`src/rtl/hsfd_pkg.sv`:
```
// Shared types and constants of the humidity sensor frame decoder.
`default_nettype none

package hsfd_pkg;

  localparam logic [7:0] CRC_INIT = 8'hFF;
  localparam logic [7:0] CRC_POLY = 8'h31;

  localparam logic [15:0] ID_MASK_RESET  = 16'h083F;
  localparam logic [15:0] ID_VALUE_RESET = 16'h0807;

  localparam logic [30:0] TEMP_SPAN = 31'd17500;
  localparam logic [29:0] HUM_SPAN  = 30'd10000;
  localparam logic signed [14:0] TEMP_OFFSET = -15'sd4500;

  localparam logic CFG_ID_MASK     = 1'b0;
  localparam logic CFG_ID_EXPECTED = 1'b1;

  localparam logic KIND_MEAS = 1'b0;
  localparam logic KIND_IDENT = 1'b1;

  typedef enum logic [1:0] {
    ST_OK       = 2'd0,
    ST_CRC_FAIL = 2'd1,
    ST_ID_FAIL  = 2'd2
  } status_e;

  // Completed frame request handed from the front to the back.
  typedef struct packed {
    logic        kind;
    logic        crc_fail;
    logic [15:0] word_a;
    logic [15:0] word_b;
  } desc_t;

  function automatic logic [7:0] crc8_byte(input logic [7:0] crc, input logic [7:0] b);
    logic [7:0] c;
    c = crc ^ b;
    for (int k = 0; k < 8; k++) begin
      if (c[7]) begin
        c = {c[6:0], 1'b0} ^ CRC_POLY;
      end else begin
        c = {c[6:0], 1'b0};
      end
    end
    return c;
  endfunction

endpackage

`default_nettype wire

```
`src/rtl/humidity_sensor_frame_decoder_top.sv`:
```
// A frame's last byte queues its request; the result register loads it once free.
// Throughput: a byte per cycle unless full; results leave one per cycle when popped.
// full goes high only when the request queue is full, which takes a stalled reader.
// Reset: asynchronous, active low; clears byte position, CRC, queue and result valid,
// and restores id_mask 0x083F and id_expected 0x0807.
`default_nettype none

module humidity_sensor_frame_decoder_top #(
  parameter int unsigned QUEUE_DEPTH = 2
) (
  input  wire logic          clk_i,
  input  wire logic          rst_ni,
  input  wire logic          push,
  output logic               full,
  input  wire logic [7:0]    rx_byte_i,
  input  wire logic          opcode_i,
  input  wire logic          frame_start_i,
  output logic               empty,
  input  wire logic          pop,
  output logic               frame_kind_o,
  output logic [1:0]         status_o,
  output logic signed [14:0] temperature_centi_o,
  output logic [13:0]        humidity_centi_o,
  output logic [15:0]        id_word_o,
  input  wire logic          cfg_we_i,
  input  wire logic          cfg_idx_i,
  input  wire logic [15:0]   cfg_data_i
);
  import hsfd_pkg::*;

  desc_t front_desc, back_desc;
  logic  front_push;
  logic  q_full, q_empty, q_pop;

  assign full = q_full;

  hsfd_front u_front (
    .clk_i         (clk_i),
    .rst_ni        (rst_ni),
    .push_i        (push),
    .full_i        (q_full),
    .rx_byte_i     (rx_byte_i),
    .opcode_i      (opcode_i),
    .frame_start_i (frame_start_i),
    .desc_o        (front_desc),
    .push_o        (front_push)
  );

  hsfd_fifo #(
    .DEPTH (QUEUE_DEPTH)
  ) u_fifo (
    .clk_i   (clk_i),
    .rst_ni  (rst_ni),
    .push_i  (front_push),
    .data_i  (front_desc),
    .full_o  (q_full),
    .pop_i   (q_pop),
    .data_o  (back_desc),
    .empty_o (q_empty)
  );

  hsfd_back u_back (
    .clk_i               (clk_i),
    .rst_ni              (rst_ni),
    .cfg_we_i            (cfg_we_i),
    .cfg_idx_i           (cfg_idx_i),
    .cfg_data_i          (cfg_data_i),
    .desc_i              (back_desc),
    .desc_empty_i        (q_empty),
    .desc_pop_o          (q_pop),
    .empty_o             (empty),
    .pop_i               (pop),
    .frame_kind_o        (frame_kind_o),
    .status_o            (status_o),
    .temperature_centi_o (temperature_centi_o),
    .humidity_centi_o    (humidity_centi_o),
    .id_word_o           (id_word_o)
  );

endmodule

`default_nettype wire

```
`src/rtl/hsfd_front.sv`:
```
// Byte tracker and CRC checker: assembles frames and emits one request per frame.
`default_nettype none

module hsfd_front (
  input  wire logic          clk_i,
  input  wire logic          rst_ni,
  input  wire logic          push_i,
  input  wire logic          full_i,
  input  wire logic [7:0]    rx_byte_i,
  input  wire logic          opcode_i,
  input  wire logic          frame_start_i,
  output hsfd_pkg::desc_t    desc_o,
  output logic               push_o
);
  import hsfd_pkg::*;

  localparam logic [2:0] POS_W0_HI  = 3'd0;
  localparam logic [2:0] POS_W0_LO  = 3'd1;
  localparam logic [2:0] POS_W0_CRC = 3'd2;
  localparam logic [2:0] POS_W1_HI  = 3'd3;
  localparam logic [2:0] POS_W1_LO  = 3'd4;
  localparam logic [2:0] POS_W1_CRC = 3'd5;

  logic [2:0]  pos_q, pos_d, pos_cur;
  logic        kind_q, kind_d;
  logic [7:0]  crc_q, crc_d;
  logic [7:0]  hi_q, hi_d;
  logic [15:0] word_a_q, word_a_d;
  logic [15:0] word_b_q, word_b_d;
  logic        fail_q, fail_d;
  logic        accept;
  logic        fail_now;

  assign accept   = push_i && !full_i;
  assign pos_cur  = frame_start_i ? POS_W0_HI : pos_q;
  assign fail_now = fail_q || (crc_q != rx_byte_i);

  always_comb begin
    pos_d    = pos_q;
    kind_d   = kind_q;
    crc_d    = crc_q;
    hi_d     = hi_q;
    word_a_d = word_a_q;
    word_b_d = word_b_q;
    fail_d   = fail_q;
    push_o   = 1'b0;
    desc_o   = '{kind: kind_q, crc_fail: fail_now, word_a: word_a_q, word_b: word_b_q};
    if (accept) begin
      case (pos_cur)
        POS_W0_HI: begin
          kind_d = opcode_i;
          fail_d = 1'b0;
          crc_d  = crc8_byte(CRC_INIT, rx_byte_i);
          hi_d   = rx_byte_i;
          pos_d  = POS_W0_LO;
        end
        POS_W0_LO: begin
          crc_d    = crc8_byte(crc_q, rx_byte_i);
          word_a_d = {hi_q, rx_byte_i};
          pos_d    = POS_W0_CRC;
        end
        POS_W0_CRC: begin
          fail_d = fail_now;
          if (kind_q == KIND_IDENT) begin
            push_o = 1'b1;
            pos_d  = POS_W0_HI;
          end else begin
            pos_d = POS_W1_HI;
          end
        end
        POS_W1_HI: begin
          crc_d = crc8_byte(CRC_INIT, rx_byte_i);
          hi_d  = rx_byte_i;
          pos_d = POS_W1_LO;
        end
        POS_W1_LO: begin
          crc_d    = crc8_byte(crc_q, rx_byte_i);
          word_b_d = {hi_q, rx_byte_i};
          pos_d    = POS_W1_CRC;
        end
        POS_W1_CRC: begin
          fail_d = fail_now;
          push_o = 1'b1;
          pos_d  = POS_W0_HI;
        end
        default: begin
          pos_d = POS_W0_HI;
        end
      endcase
    end
  end

  always_ff @(posedge clk_i or negedge rst_ni) begin
    if (!rst_ni) begin
      pos_q    <= POS_W0_HI;
      kind_q   <= KIND_MEAS;
      crc_q    <= CRC_INIT;
      hi_q     <= '0;
      word_a_q <= '0;
      word_b_q <= '0;
      fail_q   <= 1'b0;
    end else begin
      pos_q    <= pos_d;
      kind_q   <= kind_d;
      crc_q    <= crc_d;
      hi_q     <= hi_d;
      word_a_q <= word_a_d;
      word_b_q <= word_b_d;
      fail_q   <= fail_d;
    end
  end

  a_pos_legal: assert property (@(posedge clk_i) disable iff (!rst_ni)
    pos_q != 3'd6 && pos_q != 3'd7)
    else $error("byte position out of range");

  a_push_restarts: assert property (@(posedge clk_i) disable iff (!rst_ni)
    push_o |=> pos_q == POS_W0_HI)
    else $error("frame end did not restart byte position");

  a_push_kind: assert property (@(posedge clk_i) disable iff (!rst_ni)
    push_o |-> ((desc_o.kind == KIND_IDENT) == (pos_cur == POS_W0_CRC)))
    else $error("request kind does not match frame length");

endmodule

`default_nettype wire

```
`src/rtl/hsfd_fifo.sv`:
```
// Small request queue between the front and the back.
`default_nettype none

module hsfd_fifo #(
  parameter int unsigned DEPTH = 2
) (
  input  wire logic            clk_i,
  input  wire logic            rst_ni,
  input  wire logic            push_i,
  input  wire hsfd_pkg::desc_t data_i,
  output logic                 full_o,
  input  wire logic            pop_i,
  output hsfd_pkg::desc_t      data_o,
  output logic                 empty_o
);
  import hsfd_pkg::*;

  localparam int unsigned PW = (DEPTH > 1) ? $clog2(DEPTH) : 1;
  localparam int unsigned CW = $clog2(DEPTH + 1);
  localparam logic [PW-1:0] LAST = PW'(DEPTH - 1);
  localparam logic [CW-1:0] FULL_COUNT = CW'(DEPTH);

  desc_t         mem_q [DEPTH];
  logic [PW-1:0] wr_q, rd_q;
  logic [CW-1:0] cnt_q;
  logic          do_push, do_pop;

  assign full_o  = cnt_q == FULL_COUNT;
  assign empty_o = cnt_q == '0;
  assign do_push = push_i && !full_o;
  assign do_pop  = pop_i && !empty_o;
  assign data_o  = mem_q[rd_q];

  always_ff @(posedge clk_i) begin
    if (do_push) begin
      mem_q[wr_q] <= data_i;
    end
  end

  always_ff @(posedge clk_i or negedge rst_ni) begin
    if (!rst_ni) begin
      wr_q  <= '0;
      rd_q  <= '0;
      cnt_q <= '0;
    end else begin
      if (do_push) begin
        wr_q <= (wr_q == LAST) ? '0 : wr_q + 1'b1;
      end
      if (do_pop) begin
        rd_q <= (rd_q == LAST) ? '0 : rd_q + 1'b1;
      end
      if (do_push && !do_pop) begin
        cnt_q <= cnt_q + 1'b1;
      end else if (do_pop && !do_push) begin
        cnt_q <= cnt_q - 1'b1;
      end
    end
  end

  a_no_overflow: assert property (@(posedge clk_i) disable iff (!rst_ni)
    !(push_i && full_o))
    else $error("request pushed into full queue");

  a_no_underflow: assert property (@(posedge clk_i) disable iff (!rst_ni)
    !(pop_i && empty_o))
    else $error("request popped from empty queue");

  a_count_bound: assert property (@(posedge clk_i) disable iff (!rst_ni)
    cnt_q <= FULL_COUNT)
    else $error("queue count out of range");

endmodule

`default_nettype wire

```
`src/rtl/hsfd_back.sv`:
```
// Conversion and identity check of completed frames, with the result register.
`default_nettype none

module hsfd_back (
  input  wire logic               clk_i,
  input  wire logic               rst_ni,
  input  wire logic               cfg_we_i,
  input  wire logic               cfg_idx_i,
  input  wire logic [15:0]        cfg_data_i,
  input  wire hsfd_pkg::desc_t    desc_i,
  input  wire logic               desc_empty_i,
  output logic                    desc_pop_o,
  output logic                    empty_o,
  input  wire logic               pop_i,
  output logic                    frame_kind_o,
  output logic [1:0]              status_o,
  output logic signed [14:0]      temperature_centi_o,
  output logic [13:0]             humidity_centi_o,
  output logic [15:0]             id_word_o
);
  import hsfd_pkg::*;

  logic [15:0]        mask_q, expect_q;
  logic               valid_q;
  logic               kind_q;
  status_e            status_q, status_d;
  logic signed [14:0] temp_q, temp_d;
  logic [13:0]        hum_q, hum_d;
  logic [15:0]        id_q, id_d;
  logic [30:0]        t_prod;
  logic [29:0]        h_prod;
  logic signed [15:0] temp_sum;
  logic signed [14:0] temp_conv;

  assign desc_pop_o = !desc_empty_i && (!valid_q || pop_i);

  assign t_prod    = 31'(desc_i.word_a) * TEMP_SPAN;
  assign h_prod    = 30'(desc_i.word_b) * HUM_SPAN;
  assign temp_sum  = $signed({1'b0, t_prod[30:16]}) + 16'(TEMP_OFFSET);
  assign temp_conv = $signed(temp_sum[14:0]);

  always_comb begin
    temp_d = '0;
    hum_d  = '0;
    id_d   = '0;
    if (desc_i.kind == KIND_IDENT) begin
      id_d = desc_i.word_a;
      if (desc_i.crc_fail) begin
        status_d = ST_CRC_FAIL;
      end else if ((desc_i.word_a & mask_q) != expect_q) begin
        status_d = ST_ID_FAIL;
      end else begin
        status_d = ST_OK;
      end
    end else if (desc_i.crc_fail) begin
      status_d = ST_CRC_FAIL;
    end else begin
      status_d = ST_OK;
      temp_d   = temp_conv;
      hum_d    = h_prod[29:16];
    end
  end

  always_ff @(posedge clk_i or negedge rst_ni) begin
    if (!rst_ni) begin
      mask_q   <= ID_MASK_RESET;
      expect_q <= ID_VALUE_RESET;
      valid_q  <= 1'b0;
    end else begin
      if (cfg_we_i) begin
        case (cfg_idx_i)
          CFG_ID_MASK:     mask_q   <= cfg_data_i;
          CFG_ID_EXPECTED: expect_q <= cfg_data_i;
          default: ;
        endcase
      end
      if (desc_pop_o) begin
        valid_q <= 1'b1;
      end else if (pop_i) begin
        valid_q <= 1'b0;
      end
    end
  end

  always_ff @(posedge clk_i) begin
    if (desc_pop_o) begin
      kind_q   <= desc_i.kind;
      status_q <= status_d;
      temp_q   <= temp_d;
      hum_q    <= hum_d;
      id_q     <= id_d;
    end
  end

  assign empty_o             = !valid_q;
  assign frame_kind_o        = kind_q;
  assign status_o            = status_q;
  assign temperature_centi_o = temp_q;
  assign humidity_centi_o    = hum_q;
  assign id_word_o           = id_q;

  a_load_valid: assert property (@(posedge clk_i) disable iff (!rst_ni)
    desc_pop_o |=> valid_q)
    else $error("loaded result not marked valid");

  a_no_overwrite: assert property (@(posedge clk_i) disable iff (!rst_ni)
    (valid_q && !pop_i) |-> !desc_pop_o)
    else $error("pending result overwritten");

  a_meas_no_id: assert property (@(posedge clk_i) disable iff (!rst_ni)
    (valid_q && kind_q == KIND_MEAS) |-> (id_q == '0 && status_q != ST_ID_FAIL))
    else $error("measurement result carries identity data");

endmodule

`default_nettype wire
```
`config.mk`:
```
export PLATFORM = sky130hd
export DESIGN_NAME = humidity_sensor_frame_decoder_top
export DESIGN_NICKNAME = d
export VERILOG_FILES = /design/src/rtl/hsfd_pkg.sv /design/src/rtl/humidity_sensor_frame_decoder_top.sv /design/src/rtl/hsfd_front.sv /design/src/rtl/hsfd_fifo.sv /design/src/rtl/hsfd_back.sv
export SDC_FILE = /design/constraint.sdc
export NUM_CORES = 1
export LEC_CHECK = 0
export ABC_AREA = 1
export BUFFER_PORTS_ARGS = -buffer_cell sky130_fd_sc_hd__buf_4
export CAP_MARGIN = 30
export CORE_ASPECT_RATIO = 1.4
export CORE_MARGIN = 2
export CORE_UTILIZATION = 60
export CTS_CLUSTER_DIAMETER = 30
export CTS_CLUSTER_SIZE = 24
export DETAILED_ROUTE_END_ITERATION = 16
export HOLD_SLACK_MARGIN = 0.1
export PLACE_DENSITY = 0.85
export SLEW_MARGIN = 20
export SYNTH_ARGS = -nofsm -noshare
export SYNTH_HDL_FRONTEND = slang
export SYNTH_SLANG_ARGS = --single-unit
```
`constraint.sdc`:
```
create_clock -name clk_i -period 6.7 [get_ports clk_i]
set_clock_uncertainty 0.15 [all_clocks]
set_input_delay 1.005 -clock clk_i [delete_from_list [all_inputs] [get_ports clk_i]]
set_output_delay 1.005 -clock clk_i [all_outputs]
set_load 0.01 [all_outputs]
```
# [Word level (Yosys, flattened, before mapping)]
# Memories as Yosys holds them, arrays and structs flattened.
# Index checks and enable logic that the tools add are counted.
[classes] addsub=5 n_mul=2 n_eq_ne=8 mux=106 n_bitwise=34 n_reduce_logical=30
[ops] cell="$mux W8" n=56
[ops] cell="$mux W6" n=30
[ops] cell="$not A3 Y3" n=30
[ops] cell="$pmux W8 S4" n=1
[ops] cell="$mul A16 B13 Y29 const B" n=1
[ops] cell="$mul A16 B10 Y26 const B" n=1
[ops] cell="$and A16 B16 Y16" n=1
[ops] cell="$ne A16 B16 Y1" n=1
[ops] cell="$reduce_and A2 Y1" n=8
[ops] cell="$add A15 B14 Y15 const B" n=1
[ops] cell="$pmux W3 S5" n=1
[ops] cell="$mux W2" n=6
[ops] cell="$mux W1" n=9
[ops] cell="$ne A8 B8 Y1" n=1
[ops] cell="$not A8 Y8" n=1
[ops] cell="$xor A8 B8 Y8" n=1
[ops] cell="$eq A3 B2 Y1 const B" n=2
[ops] cell="$eq A3 B3 Y1 const B" n=2
[ops] cell="$logic_and A1 B1 Y1" n=6
[ops] cell="$reduce_bool A2 Y1" n=3
[ops] cell="$reduce_or A2 Y1" n=3
[ops] cell="$logic_not A1 Y1" n=5
[ops] cell="$pmux W1 S2" n=2
[ops] cell="$reduce_bool A4 Y1" n=1
[ops] cell="other kinds (10)" n=12
[word_totals] reg_bits=138 mem_bits_rw=68 in_bits=32 out_inout_bits=50 mem_count=1
[memory_table] name="u_fifo.mem_q" words=2 word_bits=34 read_ports=1 rd_ports_with_merged_regs=0 wr=1 line="hsfd_fifo.sv:23" rtl="desc_t mem_q [DEPTH];"

# [Depth between registers and ports, before layout]
# Gate-level depths: netlist of the first run.
[logic_depth] word_depth=32 mapped_depth=35 ltp_nobuf=33

# [Hierarchy]
# From an unflattened synthesis of the first run, not the netlist that was laid out.
[hier_totals] cells_unflattened=1690 hier_area_um2=15020.7
[by_module_without_submodules] mod="hsfd_back" instances=1 cells_per_inst=1156 area_per_inst_um2=9520.4
[by_module_without_submodules] mod="hsfd_front" instances=1 cells_per_inst=325 area_per_inst_um2=2788.9
[by_module_without_submodules] mod="hsfd_fifo" instances=1 cells_per_inst=209 area_per_inst_um2=2711.4

# [Least setup slack after synthesis of the first run]
# Ideal clock, no wire load.
[synth_path] path_kind="reg-to-reg" from="register u_fifo.rd_q" to="register u_back.temp_q[12] (netlist: u_back.temperature_centi_o[12]), data pin" setup_time_ps=255 arrival_ps=5226 required_ps=6295 slack_ps=1069 path_stages_with_launch=34 path_buffers=2 synth_period_minus_slack_ps=5631 path_cell_list="dfrtp_1 buf_6 inv_4 buf_6 or2_2 o21ai_2 inv_1 ha_1 inv_1 fa_1 inv_1 ha_1 fa_1 inv_1 fa_1 inv_1 ha_1 nand2_2 inv_1 a21oi_1 nand2_1 inv_1 nand3_1 nand2_1 inv_1 ha_1 inv_1 nand3_1 nand2_1 inv_2 a21oi_2 nand2_1 a21oi_1 nor2_1"
[synth_rtl] item="from (decl)" line="hsfd_fifo.sv:24" rtl="logic [PW-1:0] wr_q, rd_q;"
[synth_rtl] item="from (signal assigned)" line="hsfd_fifo.sv:50" rtl="rd_q <= (rd_q == LAST) ? '0 : rd_q + 1'b1;"
[synth_rtl] item="to (signal assigned)" line="hsfd_back.sv:89" rtl="temp_q <= temp_d;"
[synth_rtl] item="to (decl)" line="hsfd_back.sv:27" rtl="logic signed [14:0] temp_q, temp_d;"

==> results of run 1 <==
cells in the mapped netlist (4+ instances only):
cell type | n | share of area (%)
a21oi_1 | 75 | 2.5
buf_2 | 4 | 0.14
clkbuf_1 | 17 | 0.43
dfrtp_1 | 71 | 12
dfstp_2 | 19 | 3.4
edfxtp_1 | 116 | 24
fa_1 | 78 | 11
ha_1 | 165 | 14
inv_1 | 315 | 8.0
inv_2 | 21 | 0.53
nand2_1 | 313 | 7.9
nand2_2 | 9 | 0.38
nand3_1 | 35 | 1.2
nand4_1 | 17 | 0.72
nor2_1 | 90 | 2.3
nor2_2 | 6 | 0.25
nor3_1 | 9 | 0.30
nor4_1 | 5 | 0.21
o21ai_0 | 119 | 4.0
o21ai_1 | 4 | 0.14
o21ai_2 | 16 | 0.95
o21bai_1 | 8 | 0.41
or2_1 | 11 | 0.47
or2_2 | 14 | 0.59
xnor2_1 | 31 | 1.8
xor2_1 | 20 | 1.2
registers in the layout (all words and copies together), names as in the netlist, 2 cells and up:
signal                      count
u_back.expect_q                16
u_back.humidity_centi_o        14
u_back.id_word_o               16
u_back.mask_q                  16
u_back.status_o                 2
u_back.temperature_centi_o     15
u_fifo.cnt_q                    2
u_fifo.mem_q                   68
u_front.crc_q                   8
u_front.hi_q                    8
u_front.pos_q                   3
u_front.word_a_q               16
u_front.word_b_q               16
worst paths after layout:
check | start | end | slack, ns | cells after the start
worst min register to register | u_front.word_a_q[4] | u_fifo.mem_q[1][20] | 0.31 | 0
min in group clk_i | u_front.word_a_q[4] | u_fifo.mem_q[1][20] | 0.31 | 0
worst max register to register | u_fifo.rd_q | u_back.temperature_centi_o[12] | 0.38 | 32
worst min-delay path | rst_ni | u_back.expect_q[5] | 0.28 | 1
max in group asynchronous | rst_ni | u_front.word_b_q[5] | 5.04 | 2
worst max-delay path | u_fifo.rd_q | u_back.temperature_centi_o[12] | 0.38 | 32
cells by family (layout without fill, tap and decap cells):
| kind of cell | count (synthesis) | after routing | share of synthesized area, % |
|---|---|---|---|
| compound gates | 240 | 240 | 9.023 |
| xor+xnor | 51 | 51 | 3.019 |
| fa+ha+maj | 243 | 243 | 24.51 |
| buf+inv | 364 | 492 | 9.421 |
| flops | 206 | 206 | 38.93 |
| mux | 1 | 1 | 0.06766 |
| other cells | 0 | 1 | 0 |
| simple gates | 521 | 521 | 15.04 |
metrics by stage:
stage	cells	cell area, sq um
final	2070	16990
after global placement	2003	15740
after global routing	2069	16980
after CTS	2065	16920
after detailed placement	2003	15740
after floorplan	1626	14800
cell type report:
class | count | area, sq um | area share, %
antenna | 1 | 2.502 | 0.01473
clock buffer | 36 | 868.3 | 5.112
clock inverter | 26 | 310.3 | 1.827
inverter | 338 | 1271 | 7.484
multi-input combinational | 1056 | 7659 | 45.09
sequential | 206 | 5759 | 33.91
tap | 315 | 394.1 | 2.320
timing repair buffer | 92 | 720.7 | 4.243
layer usage:
metal	wire [um]	vias to the layer above	track usage [%]
met5	0	-	0
met3	2000	140	3.677
met4	1960	0	14.62
met1	12990	5532	31.65
li1	-	5422	-
met2	18150	482	50.23
critical path, delay by kind of cell (launching register included):
kind	cells	cell delay, ns
compound gates	4	0.65
fa+ha+maj	7	2.67
buf+inv	12	1.04
flops	1	0.34
simple gates	9	1.19
==> qor.txt, run 1 <==
status: finished, final reports clean
WHS: 0.2754 ns
Critical Path RT: 6.82 ns
CTS Buffer Depth: 3
most used cell, CP: inv_1
number of setup buffers added after CTS: 0
Cells after Synth: 1,626
Hold Crit Class: primary input to asynchronous set/reset pin
slowest CP cell: fa_1
total track usage: 27.84%
routed wire length: 35,100 um
Netlist cell types: 50
worst slack, placed: 0.5666 ns
H-tree levels: 2
Final Critical Period: 6.316 ns
Slew Viols, Final: 0
RSZ-0062 raised after global routing: no
CTS-repair resized insts: 0
most frequent cells in the layout: inv_1 (315), nand2_1 (313), ha_1 (165)
detailed-route wire length per cell: 16.96 um
Main synth FF type: edfxtp_1
nets@finish: 2,003
Worst-Margin Slew: 0.9161 ns
DRT Pass-1 Iters: 5
crit-path max cell delay: 0.52 ns
Root Driver: clkbuf_16
DRC viols: 0
number of warning messages in the yosys log: 0
Max Cap Viol: 0
crit path kind: flip-flop to flip-flop
Horiz. Die Dim: 136.7 um
Syn-to-layout area delta: 14.80%
# fillers: 1,706
initial antenna violation count: 0
Synth Net Count: 1,901
Post-synth EDFFs: 116
Final Hold Viols: 0
hold buffers post-CTS: 0
Post-DP HPWL: 25,450 um
commonest non-fill, non-tap cell in the layout: inv_1
fraction of registers with async set/reset: 43.69%
vias in the first global route: 11,758
Synth Register Bits: 206
CTS tree: yes
PortBufs: 81
Startpoint Class: flip-flop
Post-DRT Antenna Nets: 0
Critical Path AT: 6.43 ns
Initial Util: 60.59%
Post-Syn Area: 0.01480 sq mm
core area: 0.02442 sq mm
Crit. End Element: flip-flop
Final Core Density: 69.56%
DRT iter0 DRCs: 1,007
placer congestion estimate: 0.9757
total vias in the final route: 11,576
gr ovfl total: 0
Std-Cell Rows: 68
Tcrit/Tclk final: 94.26%
CTS sink count: 206
Highest Clock Rate: 158.3 MHz
IO Count: 82
syn avg cell area: 9.099 sq um
CTS buffer count: 34
largest net degree at the start of global routing: 59
Setup violations, final: 0
Die Height: 189.8 um
die area: 0.02595 sq mm
Vias per Instance: 5.592
Clock Latency Late Sink: 0.53 ns
Worst-path clk slew: 0.06 ns
relative slew slack: 38.70%
first-pass GRT wire length: 56,460 um
share of cells above drive strength 1: 14.20%
post-synthesis sequential area ratio: 38.93%
setup ws final: 0.3844 ns
TNS Setup: 0 ns
worst-path fanout max: 33
Power of run 1 is left out: the tool's default activity adds up to more than one toggle a clock period on the data nets, which glitch-free logic cannot reach.
==> inputs of run 2 (changes only) <==
--- a/config.mk
+++ b/config.mk
@@ -8,14 +8,16 @@
 export ABC_AREA = 1
 export BUFFER_PORTS_ARGS = -buffer_cell sky130_fd_sc_hd__buf_4
 export CAP_MARGIN = 30
+export CELL_PAD_IN_SITES_DETAIL_PLACEMENT = 0
+export CELL_PAD_IN_SITES_GLOBAL_PLACEMENT = 1
 export CORE_ASPECT_RATIO = 1.4
 export CORE_MARGIN = 2
-export CORE_UTILIZATION = 60
+export CORE_UTILIZATION = 49
 export CTS_CLUSTER_DIAMETER = 30
 export CTS_CLUSTER_SIZE = 24
 export DETAILED_ROUTE_END_ITERATION = 16
 export HOLD_SLACK_MARGIN = 0.1
-export PLACE_DENSITY = 0.85
+export PLACE_DENSITY = 0.88
 export SLEW_MARGIN = 20
 export SYNTH_ARGS = -nofsm -noshare
 export SYNTH_HDL_FRONTEND = slang
==> run 2 against run 1 <==
Non-clock buffer count fell by 2. Sequential share of layout area fell by 0.16 points. Worst setup slack improved by 0.16 ns. Clock-buffer cell count rose by 4. Cell count rose by 3.3%. Flip-flop and latch count did not move. Cell area rose by 0.47%. Core utilization fell by 12 points.
==> qor.txt, run 2 (synthesis gave the netlist of run 1 again) <==
commonest non-fill, non-tap cell in the layout: inv_1
CTS Buffer Depth: 3
routed wire length: 32,990 um
H-tree levels: 2
relative slew slack: 38.48%
Syn-to-layout area delta: 15.34%
Post-DP HPWL: 25,300 um
hold buffers post-CTS: 0
Crit. End Element: flip-flop
Final Hold Viols: 0
crit path kind: flip-flop to flip-flop
Hold Crit Class: primary input to asynchronous set/reset pin
CTS sink count: 206
Vias per Instance: 5.037
CTS buffer count: 36
Antenna diodes: 0
CTS-repair resized insts: 0
placer congestion estimate: 0.8930
DRT iter0 DRCs: 587
most flop-heavy register: u_fifo.mem_q
first-pass GRT wire length: 54,750 um
Clock Latency Late Sink: 0.53 ns
Startpoint Class: flip-flop
Tcrit/Tclk final: 91.95%
detailed-route wire length per cell: 15.42 um
number of setup buffers added after CTS: 0
Std-Cell Rows: 75
Setup violations, final: 0
Horiz. Die Dim: 150.9 um
TNS Setup: 0 ns
gr ovfl total: 0
Largest register FFs: 68
Post-DRT Antenna Nets: 0
nets@finish: 2,003
Slew Viols, Final: 0
Critical Path RT: 6.81 ns
Die Height: 209.6 um
Initial Util: 49.58%
status: finished, final reports clean
PortBufs: 81
Root Driver: clkbuf_16
worst-path fanout max: 33
Final Critical Period: 6.160 ns
slowest CP cell: fa_1
largest net degree at the start of global routing: 59
RSZ-0062 raised after global routing: no
Worst-Margin Slew: 0.9206 ns
CTS tree: yes
IO Count: 82
vias in the first global route: 11,230
die area: 0.03162 sq mm
Worst-path clk slew: 0.06 ns
crit-path max cell delay: 0.53 ns
most frequent cells in the layout: inv_1 (315), nand2_1 (313), ha_1 (165)
total vias in the final route: 10,775
total track usage: 22.01%
initial antenna violation count: 0
Highest Clock Rate: 162.3 MHz
DRT Pass-1 Iters: 5
share of cells above drive strength 1: 14.20%
Critical Path AT: 6.27 ns
core area: 0.02984 sq mm
Max Cap Viol: 0
DRC viols: 0
run 2: cell count changes in the layout (fill, tap and decap cells not counted), sizes merged:
cell    change
clkbuf      +4
bufinv      -1
inv         -1
diode       -1
buf         -2
run 2: final cells by class:
| cell class | instances | area, sq um |
|---|---|---|
| clock inverter | 24 | 265.3 |
| sequential | 206 | 5759 |
| inverter | 338 | 1271 |
| tap | 385 | 481.7 |
| fill | 2632 | 12780 |
| multi-input combinational | 1056 | 7659 |
| clock buffer | 40 | 935.9 |
| timing repair buffer | 90 | 693.2 |
run 2: path summary, 6_finish.rpt:
kind                                      from                             end  slack (ns)  depth (start not counted)
setup / recovery                   u_fifo.rd_q  u_back.temperature_centi_o[12]        0.54                         31
hold / removal                          rst_ni              u_back.expect_q[4]        0.26                          1
setup reg to reg                   u_fifo.rd_q  u_back.temperature_centi_o[12]        0.54                         31
hold reg to reg            u_front.word_b_q[5]              u_fifo.mem_q[0][5]        0.32                          0
max in group asynchronous               rst_ni            u_front.word_b_q[15]        5.00                          2
min in group clk_i         u_front.word_b_q[5]              u_fifo.mem_q[0][5]        0.32                          0
run 2: stage by stage:
| step | cell area [sq um] | hold WS (ns) | util (%) | instances | worst slack [ns] |
|---|---|---|---|---|---|
| after floorplan | 14800 | 0.2924 | - | 1626 | 1.069 |
| after CTS | 17040 | 0.2593 | 57.09 | 2136 | 0.5672 |
| after global routing | 17070 | 0.2856 | 57.19 | 2139 | 0.04137 |
| final | 17070 | 0.2608 | 57.19 | 2139 | 0.5395 |
| after detailed placement | 15840 | 0.3112 | 53.07 | 2072 | 0.6124 |
| after global placement | 15840 | 0.2972 | 53.07 | 2072 | 0.7101 |
run 2: worst max-delay path: cells and delay by family, from the launching register on:
kind	cells	cell delay (ns)
AOI/OAI and AO/OA	4	0.66
DFF	1	0.50
buffers and inverters	9	0.75
adders and majority gates	7	2.64
and+or+nand+nor	11	1.22
run 2: metal layers:
metal,vias to the layer above,track usage [%],share of wire [%]
met3,66,3.152,3.5
met4,0,8.798,3.7
met1,5090,25.09,40
met5,-,0,0
met2,197,40.83,53
li1,5422,-,-
Power of run 2 is left out for the same reason.
==> inputs of run 3 (changes only) <==
--- a/config.mk
+++ b/config.mk
@@ -17,7 +17,7 @@
 export CTS_CLUSTER_SIZE = 24
 export DETAILED_ROUTE_END_ITERATION = 16
 export HOLD_SLACK_MARGIN = 0.1
-export PLACE_DENSITY = 0.88
+export PLACE_DENSITY_LB_ADDON = 0.2
 export SLEW_MARGIN = 20
 export SYNTH_ARGS = -nofsm -noshare
 export SYNTH_HDL_FRONTEND = slang
==> run 3 against run 2 <==
First-iteration DRC count fell by 20%. Global-route usage decreased by 0.20 points. Clock-buffer cell count grew 1. Hold slack better by 0.040 ns. Via count barely moved.
==> qor.txt, run 3 (synthesis gave the netlist of run 1 again) <==
DRT iter0 DRCs: 470
Slew Viols, Final: 0
busiest grt layer: met2
hold buffers post-CTS: 0
Largest register FFs: 68
Max Cap Viol: 0
CTS sink count: 206
largest net degree at the start of global routing: 54
PortBufs: 81
first-pass GRT wire length: 54,050 um
die area: 0.03162 sq mm
DRC viols: 0
Crit. End Element: flip-flop
Std-Cell Rows: 75
# fillers: 2,724
Tcrit/Tclk final: 90.59%
gr ovfl total: 0
met1 Usage GRT: 25.99%
met3 usage: 3.000%
Worst-Margin Slew: 0.8799 ns
routed wire length: 33,120 um
worst-path fanout max: 24
detailed-route wire length per cell: 15.48 um
crit path to: u_back.humidity_centi_o[10]
Hold Crit Class: primary input to asynchronous set/reset pin
Syn-to-layout area delta: 15.04%
DRT Pass-1 Iters: 5
Setup violations, final: 0
total vias in the final route: 10,782
Clock Latency Late Sink: 0.52 ns
FF-to-FF setup slack: 0.63 ns
CP startpoint: u_fifo.rd_q
share of cells above drive strength 1: 14.03%
GR Util met2: 39.73%
status: finished, final reports clean
RSZ-0062 raised after global routing: no
relative slew slack: 41.12%
most frequent cells in the layout: inv_1 (315), nand2_1 (313), ha_1 (165)
Final Hold Viols: 0
commonest non-fill, non-tap cell in the layout: inv_1
CTS-repair resized insts: 0
Horiz. Die Dim: 150.9 um
vias in the first global route: 10,854
Worst-path clk slew: 0.05 ns
core area: 0.02984 sq mm
Post-DRT Antenna Nets: 0
crit path kind: flip-flop to flip-flop
WHS: 0.3005 ns
Vias per Instance: 5.041
worst r2r src: u_fifo.rd_q
H-tree levels: 2
Critical Path RT: 6.79 ns
Final Critical Period: 6.070 ns
number of setup buffers added after CTS: 0
Worst Reg-to-Reg Cells: 22
most flop-heavy register: u_fifo.mem_q
TNS Setup: 0 ns
IO Count: 82
Startpoint Class: flip-flop
total track usage: 21.82%
nets@finish: 2,003
CTS Buffer Depth: 3
Initial Util: 49.58%
Post-DP HPWL: 25,900 um
Highest Clock Rate: 164.8 MHz
Root Driver: clkbuf_16
Die Height: 209.6 um
CTS buffer count: 34
CTS tree: yes
placer congestion estimate: 0.8958
Critical Path AT: 6.16 ns
Antenna diodes: 0
worst reg2reg endpoint: u_back.humidity_centi_o[10]
initial antenna violation count: 0
Final Core Density: 57.04%
run 3: changes by cell type in the layout (fill, tap and decap cells not counted), moves of 2 or more:
| cell | previous run | this run |
|---|---|---|
| clkinvlp_4 | 1 | 7 |
| inv_8 | 6 | 0 |
| clkinv_8 | 5 | 0 |
| clkbuf_1 | 2 | 5 |
| buf_8 | 1 | 3 |
| bufinv_16 | 1 | 3 |
| clkinv_2 | 4 | 2 |
run 3: layout make-up:
class / count / area, sq um / share of cell area (%)
multi-input cells: 1056 / 7659 / 45.00
flip-flops and latches: 206 / 5759 / 33.84
inverters: 338 / 1271 / 7.469
clock buffers: 41 / 908.4 / 5.337
repair buffers: 92 / 710.7 / 4.176
well taps: 385 / 481.7 / 2.830
clock inverters: 21 / 230.2 / 1.353
run 3: worst min path at each step:
| stage | startpoint | end | slack, ns | cells past startpoint |
|---|---|---|---|---|
| 2_1_floorplan | u_front.word_b_q[0] | u_fifo.mem_q[0][0] | 0.29 | 0 |
| 3_3_place_gp | u_front.word_b_q[11] | u_fifo.mem_q[0][11] | 0.30 | 0 |
| 3_5_place_dp | u_front.word_b_q[4] | u_fifo.mem_q[1][4] | 0.31 | 0 |
| 4_1_cts | rst_ni | u_front.word_b_q[14] | 0.31 | 1 |
| 5_1_grt | rst_ni | u_front.hi_q[2] | 0.33 | 1 |
| 6_report | rst_ni | u_front.word_b_q[5] | 0.30 | 1 |
run 3: metal layers:
metal,wire (um),vias to the layer above
met1,13720,5103
met4,1140,0
met3,1077,72
li1,-,5414
met2,17180,193
met5,0,-
run 3: through the flow:
step / setup slack, ns / cell area (sq um) / instances
final: 0.6304 / 17020 / 2139
after global placement: 0.6381 / 15830 / 2073
after detailed placement: 0.6414 / 15830 / 2073
after CTS: 0.6003 / 16970 / 2135
after floorplan: 1.069 / 14800 / 1626
after global routing: 0.1609 / 17020 / 2139
run 3: critical path: stages, from the launching register on:
cell and delay [ns]:
dfrtp_1 0.42, buf_4 0.25, o21ai_0 0.49, inv_1 0.28
fa_1 0.53, ha_1 0.29, inv_1 0.05, fa_1 0.52
inv_1 0.04, ha_1 0.26, inv_1 0.05, fa_1 0.53
inv_1 0.04, ha_1 0.38, a21oi_1 0.22, o21ai_0 0.13
o21bai_1 0.17, a21oi_1 0.21, inv_1 0.11, a21oi_1 0.32
o21bai_1 0.13, o21ai_0 0.15, a21oi_1 0.06
Power of run 3 is left out for the same reason.
